`config.mk`:
```
export PLATFORM = sky130hd
export DESIGN_NAME = pci_ram
export DESIGN_NICKNAME = d
export VERILOG_FILES = /design/src/hw/rtl/pci_ram.sv
export SDC_FILE = /design/constraint.sdc
export NUM_CORES = 1
export LEC_CHECK = 0
export BUFFER_PORTS_ARGS = -buffer_cell sky130_fd_sc_hd__buf_2
export CAP_MARGIN = 15
export CORE_MARGIN = 3
export CORE_UTILIZATION = 63
export CTS_BUF_LIST = sky130_fd_sc_hd__clkbuf_4
export DETAILED_ROUTE_END_ITERATION = 7
export PLACE_DENSITY = 0.85
export SETUP_SLACK_MARGIN = 0.2
export SLEW_MARGIN = 20
export SYNTH_ARGS = -nofsm -noshare
export SYNTH_HDL_FRONTEND = slang
export SYNTH_SLANG_ARGS = --single-unit
```
`constraint.sdc`:
```
create_clock -name clk -period 3 [get_ports clk]
set_input_delay 0.3 -clock clk [delete_from_list [all_inputs] [get_ports clk]]
set_output_delay 0.3 -clock clk [all_outputs]
set_load 0.02 [all_outputs]
```
`src/hw/rtl/pci_ram.sv`:
```
// generic memory, one write port and two registered read ports
`default_nettype none
module pci_ram #(
	parameter int WIDTH = 16,
	parameter int DEPTH = 16
) (
	input  wire logic                     clk,
	input  wire logic                     we,
	input  wire logic [$clog2(DEPTH)-1:0] waddr,
	input  wire logic [WIDTH-1:0]         wdata,
	input  wire logic                     re,
	input  wire logic [$clog2(DEPTH)-1:0] raddr_a,
	input  wire logic [$clog2(DEPTH)-1:0] raddr_b,
	output logic      [WIDTH-1:0]         rdata_a,
	output logic      [WIDTH-1:0]         rdata_b
);

	logic [WIDTH-1:0] mem_q [DEPTH];

	always_ff @(posedge clk) begin
		if (we) begin
			mem_q[waddr] <= wdata;
		end
		if (re) begin
			rdata_a <= mem_q[raddr_a];
			rdata_b <= mem_q[raddr_b];
		end
	end

endmodule
`default_nettype wire

```
==> run summary <==
The overall via count from detail_route came out at 7232. On the final layout, the worst clock skew is 0.03528 ns. The mapped cell area is 0.01269 mm^2, and the number of primary I/O pins is 63. The total leakage power came out at 4.883 nW. Adding up every negative setup slack in the final design gives 0 ns. The starting DRC count in detailed routing was 1030.

The cell at the slowest stage of the critical path was mux4_4. The finished cells cover 0.01440 mm^2. The run gives 3.41 ns as the data required time of the worst path. Count of nets left with antenna violations after detail routing: 0. The tools report the final-report max-slew violation count as 0. Library cell used as clock root buffer: clkbuf_4.

Once routing completed, OpenROAD measured the worst setup slack at 1.328 ns. For this design the total switching power over the nets is 0.001939 W. Of the synthesized area, sequential elements account for 68.15%. Buffers placed on the I/O ports in this run total 62. The area enclosed by the die boundary is 0.02188 mm^2. CTS built an H-tree with a depth of 3. Among cell families on the critical path, the largest total delay comes from multiplexers. The post-synthesis cell count is 585, and the number of synthesized register bits is 288. The number of remaining DRC errors was 0. At the end of the flow, the number of nets in the layout was 760.

The first detailed-routing pass ran for 5 iterations. The run gives 0.3579 mV as the worst-case vdd ir drop. The tools report the portion of total power attributed to combinational logic as 8.5%. Setup repair after global routing left no endpoint under its margin. The total power consumption of the routed design came out at 0.008340 W.

Data arrives at the worst endpoint at 2.08 ns. The worst stage delay on the critical path was 0.60 ns; the average wire per cell in the routed design was 28.83 um. The logs give 7739 for the number of global-route vias before repair and 3 for the number of buffers on the longest clock path. The area share of the largest cell type after synthesis works out to 68.15%. The logs give 0 for the overall overflow remaining after global route and 0.006401 W for the internal power summed over all cells. After floorplanning, the core was divided into 51 placement rows.

Leaving out fill and tap cells, the most frequent cells in the layout are edfxtp_1, mux4_2, clkbuf_4. For the maximum clock rate, the log shows 0.5982 GHz. Y dimension of the die: 147.9 um. Dividing the detail-routed via count by the number of cells gives 6.921.

Entering global routing, the biggest net connects 33 pins. The wire-length estimate of the detail-placed layout is 17520 um. After synthesis, the mean cell area works out to 21.69 um^2.

In this run switching power makes up 23.25% of total power. Number of endpoints with negative hold slack in the final report: 0. The library cell used most frequently in the layout, excluding fill and tap cells, is edfxtp_1. The count of buffering cells on the critical path with inverters included works out to 0. The top fanout value on the critical path was 2; the number of warnings reported in the yosys synthesis log was 0. The flow ran to the end, and the final reports show no timing, DRC or antenna violations.

The share of total power dissipated in the clock network is 36.4%. At the pin with the least slew margin, the transition time is 1.027 ns. In the final layout, the share of cells above drive strength 1 is 41.59%. In this run, flip-flops and latches consume 55.1% of the power. The tree built by TritonCTS fans out to 288 sinks. Path class of the lowest-slack min-delay path: primary input to flop.

The register clock-pin slew on the reported worst setup and hold paths was 0.07 ns; the number of max-cap violations was 0. Post-CTS repair changed the size of 0 cells. The signed area change from the synthesized netlist to the final layout is 13.44%. The starting density of the core is 64.57%.

The first global-routing pass estimated 45680 um of wire. The placer's final routability congestion estimate was 0.7795; the width of the die was 147.9 um. The tools report the capturing element type of the critical path as a flop. The total global-route track usage is 28.84%. Measured against its own limit, the worst slew margin works out to 31.55%. Traced cell by cell, the critical path runs through mux4_4 -> a22oi_1 -> nand2_1. The library cell occupying the most area in the post-synthesis netlist is edfxtp_1.

The class of the most critical setup path was flop to flop. Summing all placed instances gives a cell area of 0.01339 mm^2. Net count after synthesis: 616. After synthesis, the cell types taking the most area are edfxtp_1, mux4_2, mux4_1. Setup violations remaining at the end of the flow were counted as 0. For the core area, the log shows 0.01965 mm^2.

After layout, the worst path uses 55.72% of the clock period. For the worst setup slack after placement, the log shows 0.7836 ns. Power spread over the standard cell area amounts to 579.4 mW/mm^2. The number of clock buffers inserted by TritonCTS came out at 71. The run gives 23 as the count of different cell masters after synthesis.

The number of antenna violations at the first check in global routing came out at 1. The wire length reported by the detailed router is 30130 um. The later pin in the worst-skew pair is clocked with a latency of 0.68 ns. Kind of launch point of the worst setup path: a flop.

TritonCTS built the clock tree. After layout, the minimum clock period comes to 1.672 ns.
[final cells by class]
| class | count | area (um^2) |
|---|---|---|
| fill | 1138 | 5259 |
| sequential | 288 | 8648 |
| clock inverter | 23 | 90.09 |
| timing repair buffer | 113 | 788.3 |
| clock buffer | 100 | 750.7 |
| tap | 265 | 331.6 |
| antenna | 1 | 2.502 |
| multi-input combinational | 255 | 3784 |
[registers in the layout, indices dropped and copies added, names as in the netlist]
signal and flops:
mem_q 256, rdata_b 16, rdata_a 16
[worst register-to-register path, cell delays in order (launching register included)]
cell	delay, ns
edfxtp_1	0.40
mux4_4	0.60
a22oi_1	0.31
nand2_1	0.10
[metal layers]
metal / global-route usage, % / up-vias / part of all wire, %
met5: 0 / - / 0
met4: 9.931 / 0 / 2.4
met3: 9.626 / 76 / 14
met2: 45.77 / 594 / 50
met1: 38.66 / 3640 / 34
li1: - / 2922 / -
[cells in the mapped netlist]
cell	instances
and2_1	2
clkbuf_1	14
mux4_2	102
nand2_1	33
a22oi_1	64
edfxtp_1	288
buf_6	10
nand3_1	1
nor2_1	14
nand2b_1	2
dlygate4sd1_1	1
mux4_1	24
buf_1	2
buf_2	4
or3b_2	1
mux4_4	2
nor3_1	4
buf_4	5
clkbuf_4	2
nand3b_1	2
clkbuf_8	3
nor2b_1	4
dlymetal6s2s_1	1
[path summary, 6_finish.rpt]
| check | from | endpoint | slack, ns | cells past startpoint |
|---|---|---|---|---|
| hold / removal | waddr[0] | mem_q[4][4] | 0.30 | 3 |
| hold reg to reg | mem_q[15][5] | rdata_b[5] | 0.77 | 3 |
| setup / recovery | mem_q[1][1] | rdata_b[1] | 1.33 | 3 |
| setup reg to reg | mem_q[1][1] | rdata_b[1] | 1.33 | 3 |
[stage by stage]
stage	instances	util, %	hold WS [ns]
floorplan	585	-	0.3989
global placement	905	68.14	0.6572
detailed placement	905	68.14	0.6756
CTS	1043	73.18	0.01036
global route	1045	73.24	0.2876
finish	1045	73.24	0.3047
[power by group through the flow]
stage / clock [W] / combinational (W) / sequential [W]
6_report: 0.00303 / 0.000708 / 0.00460
3_3_place_gp: 0 / 0.000661 / 0.00467
5_1_grt: 0.00331 / 0.000754 / 0.00461
3_5_place_dp: 0 / 0.000687 / 0.00468
2_1_floorplan: 0 / 0.000401 / 0.00472
4_1_cts: 0.00308 / 0.000705 / 0.00460
[repair_timing]
action,in CTS,in global routing
endpoints found under the hold margin,191,6
hold buffers,15,1
setup buffers,0,0
[cell families after synthesis]
group | share of synthesized area [%]
multiplexers | 23.47
AO/OA/AOI/OAI | 3.786
flip-flops | 68.15
buffers and inverters | 2.426
AND/OR/NAND/NOR | 2.169
Note: power is estimated with default switching activity, not from simulation.
