--- src/hw/rtl/pci_pkg.sv ---
// shared types, codes and constants of the palette colormap interpolator
`default_nettype none
package pci_pkg;

	localparam int DEF_PALETTE_DEPTH = 16;
	localparam int DEF_CHANNEL_BITS  = 16;

	localparam int CHAN_W     = 16;
	localparam int VALUE_W    = 17;
	localparam int FRAC_W     = 16;
	localparam int IDX_W      = 4;
	localparam int CFG_DATA_W = 5;
	localparam int CFG_IDX_W  = 1;

	localparam logic [VALUE_W-1:0] ONE_Q16 = 17'h10000;
	localparam int ROUND_HALF = 32768;

	// commands
	localparam logic CMD_WRITE  = 1'b0;
	localparam logic CMD_LOOKUP = 1'b1;

	// interpolation spaces
	localparam logic [1:0] MODE_RGB  = 2'd0;
	localparam logic [1:0] MODE_HSV  = 2'd1;
	localparam logic [1:0] MODE_CMYK = 2'd2;
	localparam logic [1:0] MODE_HSL  = 2'd3;

	// register indexes
	localparam logic [CFG_IDX_W-1:0] REG_INTERP_MODE = 1'd0;
	localparam logic [CFG_IDX_W-1:0] REG_ENTRY_COUNT = 1'd1;

	typedef struct packed {
		logic               command;
		logic [IDX_W-1:0]   entry_index;
		logic [VALUE_W-1:0] value;
		logic               hue_undefined;
		logic [CHAN_W-1:0]  chan_0;
		logic [CHAN_W-1:0]  chan_1;
		logic [CHAN_W-1:0]  chan_2;
		logic [CHAN_W-1:0]  chan_3;
		logic [CHAN_W-1:0]  chan_4;
	} req_word_t;

	typedef struct packed {
		logic [CHAN_W-1:0] out_chan_0;
		logic [CHAN_W-1:0] out_chan_1;
		logic [CHAN_W-1:0] out_chan_2;
		logic [CHAN_W-1:0] out_chan_3;
		logic [CHAN_W-1:0] out_chan_4;
	} rsp_word_t;

endpackage
`default_nettype wire

--- src/hw/rtl/pci_lerp.sv ---
// one channel blend: registered difference product, then rounding add
`default_nettype none
module pci_lerp #(
	parameter int CHANNEL_BITS = 16
) (
	input  wire logic                        clk,
	input  wire logic                        en,
	input  wire logic [CHANNEL_BITS-1:0]     a,
	input  wire logic [CHANNEL_BITS-1:0]     b,
	input  wire logic [pci_pkg::FRAC_W-1:0]  frac,
	output logic      [CHANNEL_BITS-1:0]     res
);
	import pci_pkg::*;

	localparam int PW = CHANNEL_BITS + FRAC_W + 2;

	logic signed [CHANNEL_BITS:0]   diff;
	logic signed [FRAC_W:0]         frac_s;
	logic signed [PW-1:0]           prod_s3;
	logic        [CHANNEL_BITS-1:0] a_s3;
	logic signed [PW-1:0]           rnd;
	logic signed [PW-1:0]           sum;

	// a*(1-f) + b*f == a + (b-a)*f, the a term is exact
	assign diff   = $signed({1'b0, b}) - $signed({1'b0, a});
	assign frac_s = $signed({1'b0, frac});

	always_ff @(posedge clk) begin
		if (en) begin
			prod_s3 <= diff * frac_s;
			a_s3    <= a;
		end
	end

	assign rnd = prod_s3 + PW'(ROUND_HALF);
	assign sum = (rnd >>> FRAC_W) + $signed(PW'(a_s3));
	assign res = sum[CHANNEL_BITS-1:0];

endmodule
`default_nettype wire

--- config.mk ---
export PLATFORM = sky130hd
export DESIGN_NAME = pci_lerp
export DESIGN_NICKNAME = d
export VERILOG_FILES = /design/src/hw/rtl/pci_pkg.sv /design/src/hw/rtl/pci_lerp.sv
export SDC_FILE = /design/constraint.sdc
export NUM_CORES = 1
export LEC_CHECK = 0
export BUFFER_PORTS_ARGS = -buffer_cell sky130_fd_sc_hd__buf_2
export CORE_ASPECT_RATIO = 1.75
export CORE_UTILIZATION = 55
export CTS_CLUSTER_DIAMETER = 100
export DETAILED_ROUTE_END_ITERATION = 8
export PLACE_DENSITY = 0.71
export SLEW_MARGIN = 10
export SYNTH_ARGS = -nofsm -noshare
export SYNTH_HDL_FRONTEND = slang
export SYNTH_SLANG_ARGS = --single-unit
--- constraint.sdc ---
create_clock -name clk -period 27.2 [get_ports clk]
set_clock_uncertainty 0.05 [all_clocks]
set_input_delay 4.08 -clock clk [delete_from_list [all_inputs] [get_ports clk]]
set_output_delay 4.08 -clock clk [all_outputs]
set_load 0.02 [all_outputs]
==> results.md <==
* Status: completed
* Initial Util at 0.561
* Largest net degree at the start of global routing at 34
* First-pass GRT wire length at 48800 um
* Mapped Cells at 1355
* Synth cell count leaders: inv_1, fa_1, nand2_1
* Via count at 9032
* CTS Root Cell: clkbuf_16
* Clock Tree Buf Depth at 2
* Area contributors post-synth: fa_1, ha_1, inv_1
* CP required at 27170 ps
* Count leader, synth: inv_1
* Routed wire length at 30000 um
* Post-cts gate resize count at 0
* Setup violations, final at 0
* Area growth syn-to-layout at 6.49%
* Fillers at 2026
* CTS buffer count at 5
* Arr. time, crit path at 12500 ps
* Boundary Pins at 66
* Vias in the first global route at 10100
* Share of cells above drive strength 1 at 0.0737
* TritonCTS clock tree: done
* Sequential element share of the synthesized area at 0.0797
* Largest stage delay, worst path at 1010 ps
* Nets at 1823
* Cell Area, Synth at 0.0124 mm2
* CP Class: primary input to flip-flop
* Post-Layout Cell Count at 1694
* Type of the worst min-delay path: primary input to flip-flop
* CP Max Fanout at 16
* Avg WL per Cell at 17.7 um
* Antenna diodes at 0
* Postcts setup bufs at 0
* Slowest-stage cell, CP: a211oi_2
* Initial antenna violation count at 0
* Core area at 0.0222 mm2
* Post-DP HPWL at 24400 um
* Row count at 72
* Design area at 0.0132 mm2
* IO buf count at 65
* F_max at 0.0798 GHz
* Most used flip-flop cell after synthesis: edfxtp_1
* Placed cell areas at 0.0131 mm2
* Top Usage Layer GRT: met2
* Synth cell types at 56
* Crit path top cell by count: fa_1
* Final Hold Vio Count at 0
* Worst Max-Slew Pin Slew at 1260 ps
* Post-synth EDFFs at 33
* Met2 usage in global routing at 0.544
* H-tree levels at 2
* CP startpoint kind: primary input
* Yosys warnings at 0
* Setup TNS at 0 ps
* Post-layout util at 0.597
* Max-cap violations at 0
* Tmin final at 12530 ps
* Grt met3 use at 0.0193
* Post-synthesis async set-or-reset flop share at 0
* DRC viols at 0
* Synth Net Count at 1781
* Critical path's top delay family: adder cells
* Via-to-Cell Ratio at 5.33
* ANT nets after route at 0
* WP buf/inv at 4
* Synthesized flop and latch total at 33
* DIE HEIGHT at 201 um
* Met1 Usage GRT at 0.274
* Slew Viols, Final at 0
* Area taken by multi-input logic gates at 0.0101 mm2
* Initial DRC count at 342
* GPL Wtd Cong at 0.872
* Cell total after placement at 1686
* Post-synth top area cell: fa_1
* Yosys top cell area share at 0.423
* Seq. cell area at 991 um2
* 1st-pass router iterations at 5
* RSZ-0062 raised after global routing: no
* Clock transition at the registers of the reported paths at 60 ps
* Crit path capture type: flip-flop
* Cts hold-fix bufs at 0
* Tcrit/Tclk final at 0.461
* All-Layer GR Usage at 0.281
* Die area at 0.0232 mm2
* Avg Synthesized Cell Area at 9.18 um2
* Headroom to the max-slew limit at 0.161
* Die X-Extent at 116 um
* Sink Count at 33
* Grt ovf at 0
## final cells by class
| cell class | instances | share of cell area |
|---|---|---|
| Tap cell | 296 | 0.0280 |
| Multi-Input combinational cell | 940 | 0.760 |
| Inverter | 343 | 0.0972 |
| Clock buffer | 6 | 0.00973 |
| Sequential cell | 33 | 0.0748 |
| Timing Repair Buffer | 74 | 0.0297 |
| Clock inverter | 2 | 0.000756 |
## worst paths after layout
check | start | to | cells after the start
setup / recovery | a[0] | prod_s3[31]$_DFFE_PP_ | 31
hold / removal | a[5] | a_s3[5]$_DFFE_PP_ | 1
## layer usage
layer | wire length, um | part of all wire | up-vias
li1 | - | - | 4108
met1 | 9550 | 0.32 | 4569
met2 | 17100 | 0.57 | 225
met3 | 1070 | 0.036 | 130
met4 | 2280 | 0.076 | 0
met5 | 0 | 0 | -
## metrics by stage
| stage | setup WS [ps] | hold slack [ps] |
|---|---|---|
| 2_1_floorplan | 15630 | 4130 |
| 3_3_place_gp | 14620 | 4220 |
| 3_5_place_dp | 14410 | 4230 |
| 4_1_cts | 14660 | 3940 |
| 5_1_grt | 14200 | 3940 |
| 6_report | 14670 | 3940 |
## flip-flops by register name, indices dropped and copies added (netlist names)
register / cells
prod_s3: 17
a_s3: 16
## logic make-up (layout without fill, tap and decap cells)
family | Yosys count | count (layout) | synth area share
compound gates | 99 | 99 | 0.0548
simple gates | 390 | 390 | 0.159
flops | 33 | 33 | 0.0797
buf+inv | 382 | 425 | 0.116
xor+xnor | 75 | 75 | 0.0534
fa+ha+maj | 376 | 376 | 0.537
## placed cells by master (no fill, tap or decap), types with 14 or more instances in the layout
cell type / instances
nor2b_1: 26
buf_2: 65
nor2_1: 32
inv_1: 343
xor2_1: 14
edfxtp_1: 33
xnor2_1: 53
ha_1: 113
a21oi_1: 34
nand2_1: 150
and2_1: 117
fa_1: 263
Power is not shown: default switching activity piles up to over one toggle a cycle in this logic, so the estimate is an artifact.
