### config.mk
export PLATFORM = sky130hd
export DESIGN_NAME = pci_index
export DESIGN_NICKNAME = d
export VERILOG_FILES = /design/src/hw/rtl/pci_pkg.sv /design/src/hw/rtl/pci_index.sv
export SDC_FILE = /design/constraint.sdc
export NUM_CORES = 1
export LEC_CHECK = 0
export BUFFER_PORTS_ARGS = -buffer_cell sky130_fd_sc_hd__buf_2
export CAP_MARGIN = 20
export CORE_MARGIN = 1
export CORE_UTILIZATION = 60
export DETAILED_ROUTE_END_ITERATION = 6
export PLACE_DENSITY_LB_ADDON = 0.08
export SLEW_MARGIN = 25
export SYNTH_ARGS = -nofsm -noshare
export SYNTH_HDL_FRONTEND = slang
export SYNTH_SLANG_ARGS = --single-unit
export TNS_END_PERCENT = 5
### constraint.sdc
create_clock -name clk -period 4.81 [get_ports clk]
set_input_delay 0 -clock clk [delete_from_list [all_inputs] [get_ports clk]]
set_output_delay 0 -clock clk [all_outputs]
set_load 0.1 [all_outputs]
### src/hw/rtl/pci_pkg.sv
// shared types, codes and constants of the palette colormap interpolator
`default_nettype none
package pci_pkg;

	localparam int DEF_PALETTE_DEPTH = 16;
	localparam int DEF_CHANNEL_BITS  = 16;

	localparam int CHAN_W     = 16;
	localparam int VALUE_W    = 17;
	localparam int FRAC_W     = 16;
	localparam int IDX_W      = 4;
	localparam int CFG_DATA_W = 5;
	localparam int CFG_IDX_W  = 1;

	localparam logic [VALUE_W-1:0] ONE_Q16 = 17'h10000;
	localparam int ROUND_HALF = 32768;

	// commands
	localparam logic CMD_WRITE  = 1'b0;
	localparam logic CMD_LOOKUP = 1'b1;

	// interpolation spaces
	localparam logic [1:0] MODE_RGB  = 2'd0;
	localparam logic [1:0] MODE_HSV  = 2'd1;
	localparam logic [1:0] MODE_CMYK = 2'd2;
	localparam logic [1:0] MODE_HSL  = 2'd3;

	// register indexes
	localparam logic [CFG_IDX_W-1:0] REG_INTERP_MODE = 1'd0;
	localparam logic [CFG_IDX_W-1:0] REG_ENTRY_COUNT = 1'd1;

	typedef struct packed {
		logic               command;
		logic [IDX_W-1:0]   entry_index;
		logic [VALUE_W-1:0] value;
		logic               hue_undefined;
		logic [CHAN_W-1:0]  chan_0;
		logic [CHAN_W-1:0]  chan_1;
		logic [CHAN_W-1:0]  chan_2;
		logic [CHAN_W-1:0]  chan_3;
		logic [CHAN_W-1:0]  chan_4;
	} req_word_t;

	typedef struct packed {
		logic [CHAN_W-1:0] out_chan_0;
		logic [CHAN_W-1:0] out_chan_1;
		logic [CHAN_W-1:0] out_chan_2;
		logic [CHAN_W-1:0] out_chan_3;
		logic [CHAN_W-1:0] out_chan_4;
	} rsp_word_t;

endpackage
`default_nettype wire

### src/hw/rtl/pci_index.sv
// position register and neighbour entry selection
`default_nettype none
module pci_index #(
	parameter int PALETTE_DEPTH = 16
) (
	input  wire logic                                clk,
	input  wire logic                                en,
	input  wire logic [pci_pkg::VALUE_W-1:0]         value,
	input  wire logic [$clog2(PALETTE_DEPTH+1)-1:0]  nm1,
	output logic      [$clog2(PALETTE_DEPTH)-1:0]    lo_addr,
	output logic      [$clog2(PALETTE_DEPTH)-1:0]    hi_addr,
	output logic      [pci_pkg::FRAC_W-1:0]          frac
);
	import pci_pkg::*;

	localparam int CW = $clog2(PALETTE_DEPTH+1);
	localparam int AW = $clog2(PALETTE_DEPTH);
	localparam int PW = VALUE_W + CW;

	logic [VALUE_W-1:0] vsat;
	logic [PW-1:0]      pos_s1;
	logic [CW:0]        lo_full;
	logic [CW-1:0]      lo_c;
	logic [CW-1:0]      hi_c;

	// saturate to 1.0 and scale by the span of the palette
	assign vsat = (value > ONE_Q16) ? ONE_Q16 : value;

	always_ff @(posedge clk) begin
		if (en) begin
			pos_s1 <= PW'(vsat) * PW'(nm1);
		end
	end

	assign lo_full = pos_s1[PW-1:FRAC_W];

	always_comb begin
		if (lo_full >= {1'b0, nm1}) begin
			lo_c = nm1;
		end else begin
			lo_c = lo_full[CW-1:0];
		end
		if (lo_c == nm1) begin
			hi_c = nm1;
		end else begin
			hi_c = lo_c + CW'(1);
		end
	end

	assign lo_addr = AW'(lo_c);
	assign hi_addr = AW'(hi_c);
	assign frac    = pos_s1[FRAC_W-1:0];

endmodule
`default_nettype wire

==> results.ini <==
[clocking]
clock_sinks=22
hold_buffers=0
post_cts_buffers=0
htreeDepth=1
cts-resized-gates=0
path_clk_slew_ns=0.07
cts_buffer_depth=2
cts_inserted_buffers=3
cts-root-buf=clkbuf_8
tritoncts=done

[synth]
ys_top_cells_by_area=fa_1 23%, edfxtp_1 17%, ha_1 12%
synth_ff_type=edfxtp_1
ys_types=42
synth_cells=418
syn_area_sq_um=3850
async_flop_share_pct=0
ys_seq_area_share_pct=17.1
yosys_register_bits=22
netlist_top_cells_count=68 x inv_1, 62 x and2_1, 45 x fa_1
synthDominantCellAreaShare_pct=23.4
synth.yosys.warnings=0
syn_avg_cell_area_sq_um=9.22
synth_edf_count=22
yosys.area.top_type=fa_1
synth_fp_nets=523
synthMostInstantiatedCell=inv_1

[die]
start_util_pct=63.6
core_sq_um=6060
ios=48
rows=28
fp.dieW_microns=82.2
die_area_sq_um=6750
die_y_microns=82.2

[global_route]
grt_antenna_before_repair=0
grt_pass1_vias=2851
track_usage_pct=25.6
grt.overflow.total=0
grt_pass1_wl_microns=13100
grt_max_degree=23

[critical_path]
path_max_fanout=12
path_class=in -> reg
required_ns=4.82
worstPathArrival_ns=4.40
start_kind=primary input
cp-end-kind=register

[drt]
vias=2843
drt_pass1_iterations=4
wl_microns=7770
route.detailed.drc=0
wl_per_cell_microns=14.6
drtAntennaViolNets=0
via_per_inst=5.35
drt-initial-drc-count=140

[layout]
nFillCells=519
n_antenna_cell=0
drive_gt1_share_pct=16.7
largest-register=pos_s1
area_growth_pct=7.63
nets=562
reg.largest.list=pos_s1 x22
largest_reg_flops=22

[timing]
fin_crit_ns=4.40
final-setup-viol-count=0
tightest_slew_ns=0.601
hold_viol_final=0
period_share_pct=91.4
relSlewSlack_pct=59.7
rsz0062_at_grt=false
fmax_mhz=227
maxSlewViolCount=0
finalSetupTns_ns=0
timing.hold.ws_ns=0.163

[placed_design]
place.gp.congestion=0.884
io_buffers=47
hpwl_microns=6620

[worst_hold_path]
hold_path.class=in -> reg

[job]
cap_violations=0

[pwr]
netSwitchingPower_w=0.000666
combPwrFrac_pct=67.3
power.internal_w=0.000551
power.share.clock_pct=9.4
seqPwrFrac_pct=23.3
leakage_nw=2.10
vdd_drop_max_mv=0.313
power_density_nw_per_um2=293
power_switching_share_pct=54.7

[status]
status=finished, final reports clean

[metal layers]
| metal | global-route usage, % | wire length (microns) | vias up |
|---|---|---|---|
| met2 | 41.9 | 3570 | 69 |
| li1 | - | - | 1405 |
| met5 | 0 | 0 | - |
| met3 | 1.21 | 251 | 6 |
| met1 | 37.5 | 3880 | 1363 |
| met4 | 5.79 | 65 | 0 |
[worst max-delay path, stage by stage]
cell      delay, ns
buf_2          0.13
nor4_1         0.33
a41oi_1        0.27
nor2_1         0.21
buf_4          0.20
and2_1         0.16
fa_1           0.45
fa_1           0.56
inv_1          0.06
fa_1           0.52
inv_1          0.04
ha_1           0.36
a21oi_4        0.18
o22ai_2        0.10
a221oi_2       0.29
o21ai_2        0.12
a311oi_2       0.30
xor2_1         0.11
[cell families after synthesis]
| kind of cell | share of synthesized area [%] |
|---|---|
| muxes | 2.24 |
| and+or+nand+nor | 18.9 |
| adders and majority gates | 35.1 |
| DFF | 17.1 |
| buffers and inverters | 11.0 |
| AOI/OAI and AO/OA | 10.0 |
| xor gates and xnor gates | 5.68 |
[power groups by stage]
stage / clock network, W / logic (W) / registers, W
after floorplan: 0 / 0.000706 / 0.000284
after global placement: 0 / 0.000800 / 0.000286
after detailed placement: 0 / 0.000817 / 0.000288
after CTS: 0.000118 / 0.000821 / 0.000284
after global routing: 0.000123 / 0.000891 / 0.000288
final: 0.000114 / 0.000820 / 0.000283
[final cells by class]
| cell class | instances | area [sq um] | area share (%) |
|---|---|---|---|
| Clock inverter | 1 | 3.75 | 0.0905 |
| Clock buffer | 3 | 41.3 | 0.995 |
| Timing Repair Buffer | 59 | 325 | 7.84 |
| Tap cell | 75 | 93.8 | 2.26 |
| Inverter | 68 | 255 | 6.15 |
| Sequential cell | 22 | 661 | 15.9 |
| Multi-Input combinational cell | 303 | 2770 | 66.7 |
[through the flow]
| stage | cells | cell area (sq um) | worst slack (ns) | power, W | utilization, % |
|---|---|---|---|---|---|
| after floorplan | 418 | 3850 | 0.0700 | 0.000990 | - |
| after global placement | 527 | 4100 | 0.261 | 0.00109 | 67.7 |
| after detailed placement | 527 | 4100 | 0.119 | 0.00111 | 67.7 |
| after CTS | 531 | 4150 | 0.394 | 0.00122 | 68.5 |
| after global routing | 531 | 4150 | 0.142 | 0.00130 | 68.5 |
| final | 531 | 4150 | 0.412 | 0.00122 | 68.5 |
[worst paths after layout]
kind                  startpoint              endpoint  slack, ns  cells past startpoint
worst max-delay path    value[6]  pos_s1[21]$_DFFE_PP_       0.41                     18
worst min-delay path    value[0]   pos_s1[0]$_DFFE_PP_       0.16                      2
[cells in the final DEF, fill, tap and decap left out, drive strengths merged, types with 3 or more instances in the layout]
cell type and count:
a211oi 4, a21o 6, a21oi 16, and2 62
buf 59, clkbuf 3, edfxtp 22, fa 45
ha 36, inv 68, mux2 5, mux2i 3
nand2 38, nand3 10, nor2 13, nor2b 5
nor4 4, o21ai 9, xnor2 16, xor2 9
(Power assumes the default switching activity.)
